[config.mk]
export PLATFORM = sky130hd
export DESIGN_NAME = two_lane_transfer_order_tracker_unit
export DESIGN_NICKNAME = d
export VERILOG_FILES = /design/src/design/tlot_pkg.sv /design/src/design/tlot_fifo.sv /design/src/design/two_lane_transfer_order_tracker_unit.sv
export SDC_FILE = /design/constraint.sdc
export NUM_CORES = 1
export LEC_CHECK = 0
export ABC_CLOCK_PERIOD_IN_PS = 4900
export BUFFER_PORTS_ARGS = -buffer_cell sky130_fd_sc_hd__buf_2
export CORE_MARGIN = 8
export CORE_UTILIZATION = 33
export CTS_CLUSTER_DIAMETER = 100
export CTS_CLUSTER_SIZE = 30
export DETAILED_ROUTE_END_ITERATION = 10
export SLEW_MARGIN = 15
export SYNTH_ARGS = -nofsm -noshare
export SYNTH_HDL_FRONTEND = slang
export SYNTH_SLANG_ARGS = --single-unit
[constraint.sdc]
create_clock -name clk -period 4.9 [get_ports clk]
set_input_delay 0.49 -clock clk [delete_from_list [all_inputs] [get_ports clk]]
set_output_delay 0.49 -clock clk [all_outputs]
set_load 0.01 [all_outputs]
[src/design/tlot_pkg.sv]
// ----------------------------------------------------------------------------
// tlot_pkg
// Shared types and codes for the two-lane transfer order tracker.
// ----------------------------------------------------------------------------
package tlot_pkg;

  localparam int TAG_W      = 4;
  localparam int TAG_SPACE  = 1 << TAG_W;
  localparam int MODE_W     = 3;
  localparam int KIND_W     = 2;
  localparam int STATUS_W   = 2;
  localparam int LANE_W     = 2;
  localparam int IN_DATA_W  = 16;
  localparam int OUT_DATA_W = 8;

  typedef enum logic [MODE_W-1:0] {
    MODE_ENQUEUE  = 3'd0,
    MODE_CLAIM    = 3'd1,
    MODE_PUBLISH  = 3'd2,
    MODE_QUERY    = 3'd3,
    MODE_COMPLETE = 3'd4
  } mode_t;

  localparam logic [KIND_W-1:0] KIND_PREFETCH = 2'd0;
  localparam logic [KIND_W-1:0] KIND_RELEASE  = 2'd2;

  localparam logic [STATUS_W-1:0] STATUS_OK   = 2'd0;
  localparam logic [STATUS_W-1:0] STATUS_NO   = 2'd1;
  localparam logic [STATUS_W-1:0] STATUS_FULL = 2'd2;

  localparam logic [LANE_W-1:0] LANE_FETCH = 2'd0;
  localparam logic [LANE_W-1:0] LANE_EVICT = 2'd1;
  localparam logic [LANE_W-1:0] LANE_NONE  = 2'd2;

  typedef logic [1:0] tag_st_t;
  localparam tag_st_t ST_NONE     = 2'd0;
  localparam tag_st_t ST_PENDING  = 2'd1;
  localparam tag_st_t ST_INFLIGHT = 2'd2;

  // queue index = {lane, role}
  localparam logic ROLE_PENDING  = 1'b0;
  localparam logic ROLE_INFLIGHT = 1'b1;
  localparam int   QUEUE_COUNT   = 4;

  typedef struct packed {
    logic push;
    logic pop;
  } fifo_ctl_t;

  typedef struct packed {
    logic empty;
    logic full;
  } fifo_stat_t;

endpackage

[src/design/tlot_fifo.sv]
// ----------------------------------------------------------------------------
// tlot_fifo
// Tag FIFO with a registered front entry. The memory read port runs one
// entry ahead of the head so a pop can refill the front in the same cycle.
// ----------------------------------------------------------------------------
module tlot_fifo
  import tlot_pkg::*;
#(
  parameter int DEPTH = 16
) (
  input  logic             clk,
  input  logic             rst_n,
  input  fifo_ctl_t        ctl,
  input  logic [TAG_W-1:0] din,
  output logic [TAG_W-1:0] front,
  output fifo_stat_t       stat
);

  localparam int PW = (DEPTH > 1) ? $clog2(DEPTH) : 1;
  localparam int CW = $clog2(DEPTH + 1);
  localparam int SW = CW + 1;

  logic [TAG_W-1:0] mem [DEPTH];
  logic [PW-1:0]    head_r, head_nxt, head_inc, raddr;
  logic [CW-1:0]    count_r;
  logic [TAG_W-1:0] front_r, second_r;
  logic [SW-1:0]    tail_sum;
  logic [PW-1:0]    tail;

  always_comb begin
    tail_sum = SW'(head_r) + SW'(count_r);
    if (tail_sum >= SW'(DEPTH)) begin
      tail_sum = tail_sum - SW'(DEPTH);
    end
    tail = tail_sum[PW-1:0];
  end

  assign head_inc = (head_r == PW'(DEPTH - 1)) ? '0 : head_r + 1'b1;
  assign head_nxt = ctl.pop ? head_inc : head_r;
  assign raddr    = (head_nxt == PW'(DEPTH - 1)) ? '0 : head_nxt + 1'b1;

  always_ff @(posedge clk) begin
    if (ctl.push) begin
      mem[tail] <= din;
    end
    // second entry behind the head, with write bypass
    if (ctl.push && tail == raddr) begin
      second_r <= din;
    end else begin
      second_r <= mem[raddr];
    end
    if (ctl.push && count_r == '0) begin
      front_r <= din;
    end else if (ctl.pop) begin
      front_r <= second_r;
    end
  end

  always_ff @(posedge clk) begin
    if (!rst_n) begin
      head_r  <= '0;
      count_r <= '0;
    end else begin
      head_r <= head_nxt;
      if (ctl.push) begin
        count_r <= count_r + 1'b1;
      end else if (ctl.pop) begin
        count_r <= count_r - 1'b1;
      end
    end
  end

  assign front      = front_r;
  assign stat.empty = (count_r == '0);
  assign stat.full  = (count_r == CW'(DEPTH));

endmodule

[src/design/two_lane_transfer_order_tracker_unit.sv]
// ----------------------------------------------------------------------------
// two_lane_transfer_order_tracker_unit
// Fetch and evict lanes, each with a pending and an in-flight tag FIFO, plus
// a per-tag state table. One result per transfer.
// ----------------------------------------------------------------------------
// Path: input register, then result register; a result stays held in the result
//   register while the output is stalled.
// Throughput: one transfer per cycle while the output is not stalled; each op
//   touches at most one FIFO end and one tag state entry.
// Reset clears all FIFOs and tag states.
// ----------------------------------------------------------------------------
module two_lane_transfer_order_tracker_unit
  import tlot_pkg::*;
#(
  parameter int TAG_COUNT = 16
) (
  input  logic                  clk,
  input  logic                  rst_n,
  input  logic                  in_tvalid,
  output logic                  in_tready,
  input  logic [IN_DATA_W-1:0]  in_tdata,   // mode[2:0], action_tag[6:3], action_kind[8:7]
  output logic                  out_tvalid,
  input  logic                  out_tready,
  output logic [OUT_DATA_W-1:0] out_tdata   // status[1:0], lane_used[3:2]
);

  localparam int TAG_LIM = (TAG_COUNT < TAG_SPACE) ? TAG_COUNT : TAG_SPACE;
  localparam int TIW     = $clog2(TAG_LIM);

  // input register
  logic              s1_valid_r;
  logic [MODE_W-1:0] s1_mode_r;
  logic [TAG_W-1:0]  s1_tag_r;
  logic [KIND_W-1:0] s1_kind_r;

  // result register
  logic                out_valid_r;
  logic [STATUS_W-1:0] out_status_r;
  logic [LANE_W-1:0]   out_lane_r;

  tag_st_t tag_state_r [TAG_LIM];

  logic advance, commit;
  logic is_release, tag_ok, lane_bit;
  logic [1:0] pq, fq;
  logic [TIW-1:0] tidx;
  tag_st_t cur_st;
  logic [STATUS_W-1:0] status_nxt;
  logic [LANE_W-1:0]   lane_nxt;
  logic    st_we;
  tag_st_t st_wdata;
  logic [1:0] q_sel;

  fifo_ctl_t        q_ctl   [QUEUE_COUNT];
  fifo_stat_t       q_stat  [QUEUE_COUNT];
  logic [TAG_W-1:0] q_front [QUEUE_COUNT];

  assign advance   = !out_valid_r || out_tready;
  assign in_tready = !s1_valid_r || advance;
  assign commit    = s1_valid_r && advance;

  always_ff @(posedge clk) begin
    if (!rst_n) begin
      s1_valid_r <= 1'b0;
    end else if (in_tready) begin
      s1_valid_r <= in_tvalid;
    end
  end

  always_ff @(posedge clk) begin
    if (in_tvalid && in_tready) begin
      s1_mode_r <= in_tdata[MODE_W-1:0];
      s1_tag_r  <= in_tdata[MODE_W +: TAG_W];
      s1_kind_r <= in_tdata[MODE_W + TAG_W +: KIND_W];
    end
  end

  assign is_release = (s1_kind_r == KIND_RELEASE);
  assign lane_bit   = (s1_kind_r != KIND_PREFETCH);
  assign tag_ok     = (32'(s1_tag_r) < TAG_COUNT);
  assign pq         = {lane_bit, ROLE_PENDING};
  assign fq         = {lane_bit, ROLE_INFLIGHT};
  assign tidx       = s1_tag_r[TIW-1:0];
  assign cur_st     = tag_state_r[tidx];

  always_comb begin
    status_nxt = STATUS_NO;
    lane_nxt   = lane_bit ? LANE_EVICT : LANE_FETCH;
    st_we      = 1'b0;
    st_wdata   = ST_NONE;
    q_sel      = pq;
    for (int i = 0; i < QUEUE_COUNT; i++) begin
      q_ctl[i] = '0;
    end
    if (is_release) begin
      lane_nxt = LANE_NONE;
    end else if (tag_ok) begin
      case (s1_mode_r)
        MODE_ENQUEUE: begin
          q_sel = pq;
          if (q_stat[pq].full) begin
            status_nxt = STATUS_FULL;
          end else begin
            status_nxt       = STATUS_OK;
            q_ctl[pq].push   = commit;
            st_we            = commit;
            st_wdata         = ST_PENDING;
          end
        end
        MODE_CLAIM: begin
          q_sel = pq;
          if (!q_stat[pq].empty && q_front[pq] == s1_tag_r && cur_st == ST_PENDING) begin
            status_nxt     = STATUS_OK;
            q_ctl[pq].pop  = commit;
            st_we          = commit;
            st_wdata       = ST_NONE;
          end
        end
        MODE_PUBLISH: begin
          q_sel = fq;
          if (q_stat[fq].full) begin
            status_nxt = STATUS_FULL;
          end else begin
            status_nxt     = STATUS_OK;
            q_ctl[fq].push = commit;
            st_we          = commit;
            st_wdata       = ST_INFLIGHT;
          end
        end
        MODE_QUERY: begin
          q_sel = fq;
          if (!q_stat[fq].empty && q_front[fq] == s1_tag_r && cur_st == ST_INFLIGHT) begin
            status_nxt = STATUS_OK;
          end
        end
        MODE_COMPLETE: begin
          q_sel = fq;
          if (!q_stat[fq].empty && q_front[fq] == s1_tag_r && cur_st == ST_INFLIGHT) begin
            status_nxt    = STATUS_OK;
            q_ctl[fq].pop = commit;
            st_we         = commit;
            st_wdata      = ST_NONE;
          end
        end
        default: begin
          status_nxt = STATUS_NO;
        end
      endcase
    end
  end

  for (genvar q = 0; q < QUEUE_COUNT; q++) begin : g_queue
    tlot_fifo #(
      .DEPTH(TAG_COUNT)
    ) u_fifo (
      .clk  (clk),
      .rst_n(rst_n),
      .ctl  (q_ctl[q]),
      .din  (s1_tag_r),
      .front(q_front[q]),
      .stat (q_stat[q])
    );
  end

  always_ff @(posedge clk) begin
    if (!rst_n) begin
      for (int i = 0; i < TAG_LIM; i++) begin
        tag_state_r[i] <= ST_NONE;
      end
    end else if (st_we) begin
      tag_state_r[tidx] <= st_wdata;
    end
  end

  always_ff @(posedge clk) begin
    if (!rst_n) begin
      out_valid_r <= 1'b0;
    end else if (advance) begin
      out_valid_r <= s1_valid_r;
    end
  end

  always_ff @(posedge clk) begin
    if (commit) begin
      out_status_r <= status_nxt;
      out_lane_r   <= lane_nxt;
    end
  end

  assign out_tvalid = out_valid_r;
  assign out_tdata  = {{(OUT_DATA_W - STATUS_W - LANE_W){1'b0}}, out_lane_r, out_status_r};

  // at most one FIFO end moves per cycle
  a_one_fifo_op: assert property (@(posedge clk) disable iff (!rst_n)
    $onehot0({q_ctl[0].push, q_ctl[0].pop, q_ctl[1].push, q_ctl[1].pop,
              q_ctl[2].push, q_ctl[2].pop, q_ctl[3].push, q_ctl[3].pop}))
    else $error("more than one FIFO operation in a cycle");

  // release transfers are refused without a lane
  a_release: assert property (@(posedge clk) disable iff (!rst_n)
    commit && is_release |=> out_tvalid && out_tdata[STATUS_W-1:0] == STATUS_NO &&
                             out_tdata[STATUS_W +: LANE_W] == LANE_NONE)
    else $error("release transfer not refused");

  // a pop of the fetch pending FIFO only occurs when it is the op's target queue and not empty
  a_target_queue: assert property (@(posedge clk) disable iff (!rst_n)
    (q_ctl[0].push || q_ctl[0].pop) |-> q_sel == 2'd0 && !q_stat[0].empty || q_ctl[0].push)
    else $error("fetch pending FIFO touched by the wrong op");

  // store of a tag state only on a committed op
  a_state_write: assert property (@(posedge clk) disable iff (!rst_n)
    st_we |-> commit && tag_ok && !is_release)
    else $error("tag state written without a committed transfer");

endmodule

==> out/qor.txt <==
Cell depth of the worst hold path = 1
CTS root buf = clkbuf_16
Critical-path maximum fanout = 31
GRT Overall Usage = 0.110
Cell taking the most area after synthesis = edfxtp_1
Post-CTS Hold Fix Bufs = 0
Slew margin rel. = 0.337
Pwr dens = 293 mW/mm^2
CTS clk-pin slew, worst paths = 0.11 ns
Die Footprint = 0.0584 sq mm
Yosys cell types = 66
Crit Path Category = flip-flop to flip-flop
RePlAce Congestion = 0.795
DR WL/cell = 18.4 um
Switching share of power = 0.205
Sequential power share = 0.659
Combinational share of power = 0.033
Post-synth ARST share = 0
Final setup vio count = 0
Antenna diodes = 0
Critical path arrival = 4.15 ns
R2r setup slk = 0.94 ns
Mapped Avg Cell Area = 15.1 sq um
Net switching power = 1.09 mW
Vias per std cell = 4.97
Post-place setup slack = 0.992 ns
Share of layout cells above drive strength 1 = 0.158
Max_cap viols = 0
Antenna violations before repair = 1
Clk_skew = 0.0303 ns
Hold Path End = s1_tag_r[3]
CTS Buffer Depth = 3
Largest net degree at the start of global routing = 77
Number of global-route vias before repair = 9104
Die W = 242 um
FMAX = 0.252 GHz
Fin. Hold Viols = 0
Cts bufs inserted = 16
Mapped Area = 0.0168 sq mm
CP Cell Sequence = buf_4 > o221ai_1 > or4_1 > a21oi_4 > a31oi_1 > o21ai_1 > nand3_1 > o21ai_0
Slowest stage delay, CP = 1.02 ns
Clk_lat worst skew = 0.53 ns
Synth Instances = 1111
Synth area leaders = edfxtp_1 57%, mux4_2 12%, dfxtp_1 6.9%
Post-synthesis sequential area ratio = 0.635
# rows = 82
Clk pwr share = 0.308
PnR worst setup slack = 0.936 ns
Worst flop-to-flop path startpoint = s1_tag_r[3]
RSZ-0062 raised after global routing = no
Post-route DRC = 0
Hold path startpoint = in_tdata[6]
Area Growth Syn to Fin = 7.67%
I/O Pins = 30
Pleak = 5.97 nW
Setup Total Neg Slack = 0 ns
Dpl hpwl = 22.9 mm
Remaining global-route overflow = 0
Area share of the largest cell type after synthesis = 0.566
Tcrit/Tclk final = 0.809
Fin crit period = 3.96 ns
Die outline height = 242 um
Startpoint class of the critical path = flip-flop
Warning count from the yosys run = 0
Worst slew pin tran = 0.995 ns
Crit-path slowest cell = edfxtp_1
WL final = 33.0 mm
Antenna viol nets, final = 0
Number of setup buffers added after CTS = 0
Power Internal = 4.22 mW
VDD IR max = 0.173 mV
Number of flops mapped to enable cells by yosys = 317
HP Class = input pin to flip-flop
Nets = 1171
Slew Viols, Final = 0
# resized after CTS = 0
Routed vias = 8912
Clock sink total = 375
Top_reg_cell synth = edfxtp_1
First-pass GRT wire length = 52.3 mm
CTS tree = built
Port Buffer Count = 18
FF-to-FF path depth = 8
Outcome = finished, final reports clean
Critical Path End Type = flip-flop
Effective utilization at floorplan = 0.334
Placeable core region = 0.0503 sq mm
Initial DRC count = 667
First drt pass iteration count = 5
Critical Path Start = s1_tag_r[3]
FF+latch count, synth = 375
H-tree depth = 1
CP required = 5.09 ns
RR Endpoint = tag_state_r[8][0]
==> cells in the mapped netlist (3+ instances only) <==
| cell type | instances |
|---|---|
| edfxtp_1 | 317 |
| nor2_1 | 110 |
| mux4_2 | 88 |
| nand2_1 | 66 |
| dfxtp_1 | 58 |
| o21ai_0 | 34 |
| xnor2_1 | 34 |
| ha_1 | 32 |
| and2_1 | 31 |
| clkbuf_1 | 30 |
| nand3_1 | 26 |
| a21oi_1 | 24 |
| nor2b_1 | 24 |
| inv_1 | 23 |
| mux2_2 | 18 |
| mux2i_1 | 15 |
| xor2_1 | 15 |
| a21o_1 | 14 |
| nand2b_1 | 14 |
| nor3_1 | 12 |
| nand4_1 | 9 |
| and3_1 | 8 |
| buf_1 | 8 |
| fa_1 | 8 |
| a31oi_1 | 7 |
| or3_1 | 7 |
| nand3b_1 | 6 |
| buf_4 | 5 |
| o21a_1 | 5 |
| or2_2 | 5 |
| nor4_1 | 4 |
| a31o_2 | 3 |
| nor3b_1 | 3 |
| o221ai_1 | 3 |
| o31ai_1 | 3 |
| or4_1 | 3 |
==> layer usage <==
metal | track usage | part of all wire | vias up | routed length [um]
li1 | - | - | 4224 | -
met5 | 0 | 0 | - | 0
met2 | 0.190 | 0.49 | 140 | 16100
met1 | 0.150 | 0.47 | 4530 | 15400
met3 | 0.0140 | 0.035 | 18 | 1140
met4 | 0.0188 | 0.0091 | 0 | 299
==> critical path, delay by kind of cell (launching register included) <==
| family | cells | cell delay, ns |
|---|---|---|
| simple gates | 2 | 0.77 |
| compound gates | 5 | 1.37 |
| flops | 1 | 1.02 |
| buf+inv | 1 | 0.43 |
==> sequential cells by signal, indices dropped and copies added, names as in the netlist, named ones only <==
signal and cells:
g_queue.u_fifo.front 16, g_queue.u_fifo.head_r 16, out_lane_r 2, s1_kind_r 2, tag_state_r 32, s1_valid_r 1
out_tvalid 1, g_queue.u_fifo.count_r 20, s1_mode_r 3, s1_tag_r 4, out_status_r 2, g_queue.u_fifo.mem 256
==> area by class of cell <==
cell class	instances	area, sq um
clock inverters	2	15.0
fillers	4782	32200
flip-flops and latches	375	10700
multi-input cells	668	5840
inverters	24	90.1
clock buffers	26	480
repair buffers	26	150
well taps	672	841
==> per-stage QoR <==
step	total power, mW	hold WS, ns	std cells	utilization	instance area (sq um)
finish	5.31	0.166	1793	0.360	18100
global route	5.49	0.133	1793	0.360	18100
CTS	5.36	0.148	1793	0.360	18100
detailed placement	3.75	0.503	1765	0.350	17600
global placement	3.74	0.499	1765	0.350	17600
floorplan	3.68	0.470	1114	-	16800
==> logic make-up after synthesis <==
kind of cell               synth area share
AOI/OAI and AO/OA                    0.0448
xor gates and xnor gates             0.0255
adders and majority gates            0.0334
buffers and inverters                0.0180
DFF                                   0.635
muxes                                 0.140
other                              0.000223
and+or+nand+nor                       0.102
==> worst max path at each step <==
stage,to,slack (ns)
2_1_floorplan,flip-flop,1.30
3_3_place_gp,tag_state_r[9][0],1.14
3_5_place_dp,tag_state_r[8][1],0.99
4_1_cts,tag_state_r[8][0],0.94
5_1_grt,tag_state_r[9][0],0.59
6_report,tag_state_r[8][0],0.94
==> cells in the final DEF, fill, tap and decap left out, types with 6 or more instances in the layout <==
master,instances
inv_1,23
dfxtp_1,55
nand4_1,9
xor2_1,15
clkbuf_1,8
mux4_2,88
fa_1,8
buf_2,18
nand3b_1,6
nor2_1,110
xnor2_1,34
ha_1,32
mux2i_1,15
and2_1,31
buf_4,8
nand2b_1,14
nand2_1,66
nor2b_1,24
mux2_2,18
a21o_1,14
clkbuf_16,18
a31oi_1,7
nor3_1,12
a21oi_1,24
and3_1,8
or3_1,7
edfxtp_1,317
nand3_1,26
o21ai_0,34
==> power groups by stage <==
stage / Sequential, mW / Combinational (mW) / Clock [mW]
3_5_place_dp: 3.57 / 0.176 / 0
5_1_grt: 3.50 / 0.193 / 1.79
2_1_floorplan: 3.57 / 0.113 / 0
3_3_place_gp: 3.57 / 0.172 / 0
4_1_cts: 3.50 / 0.177 / 1.69
6_report: 3.50 / 0.176 / 1.63
No activity file was read; power rests on OpenSTA's default activity.
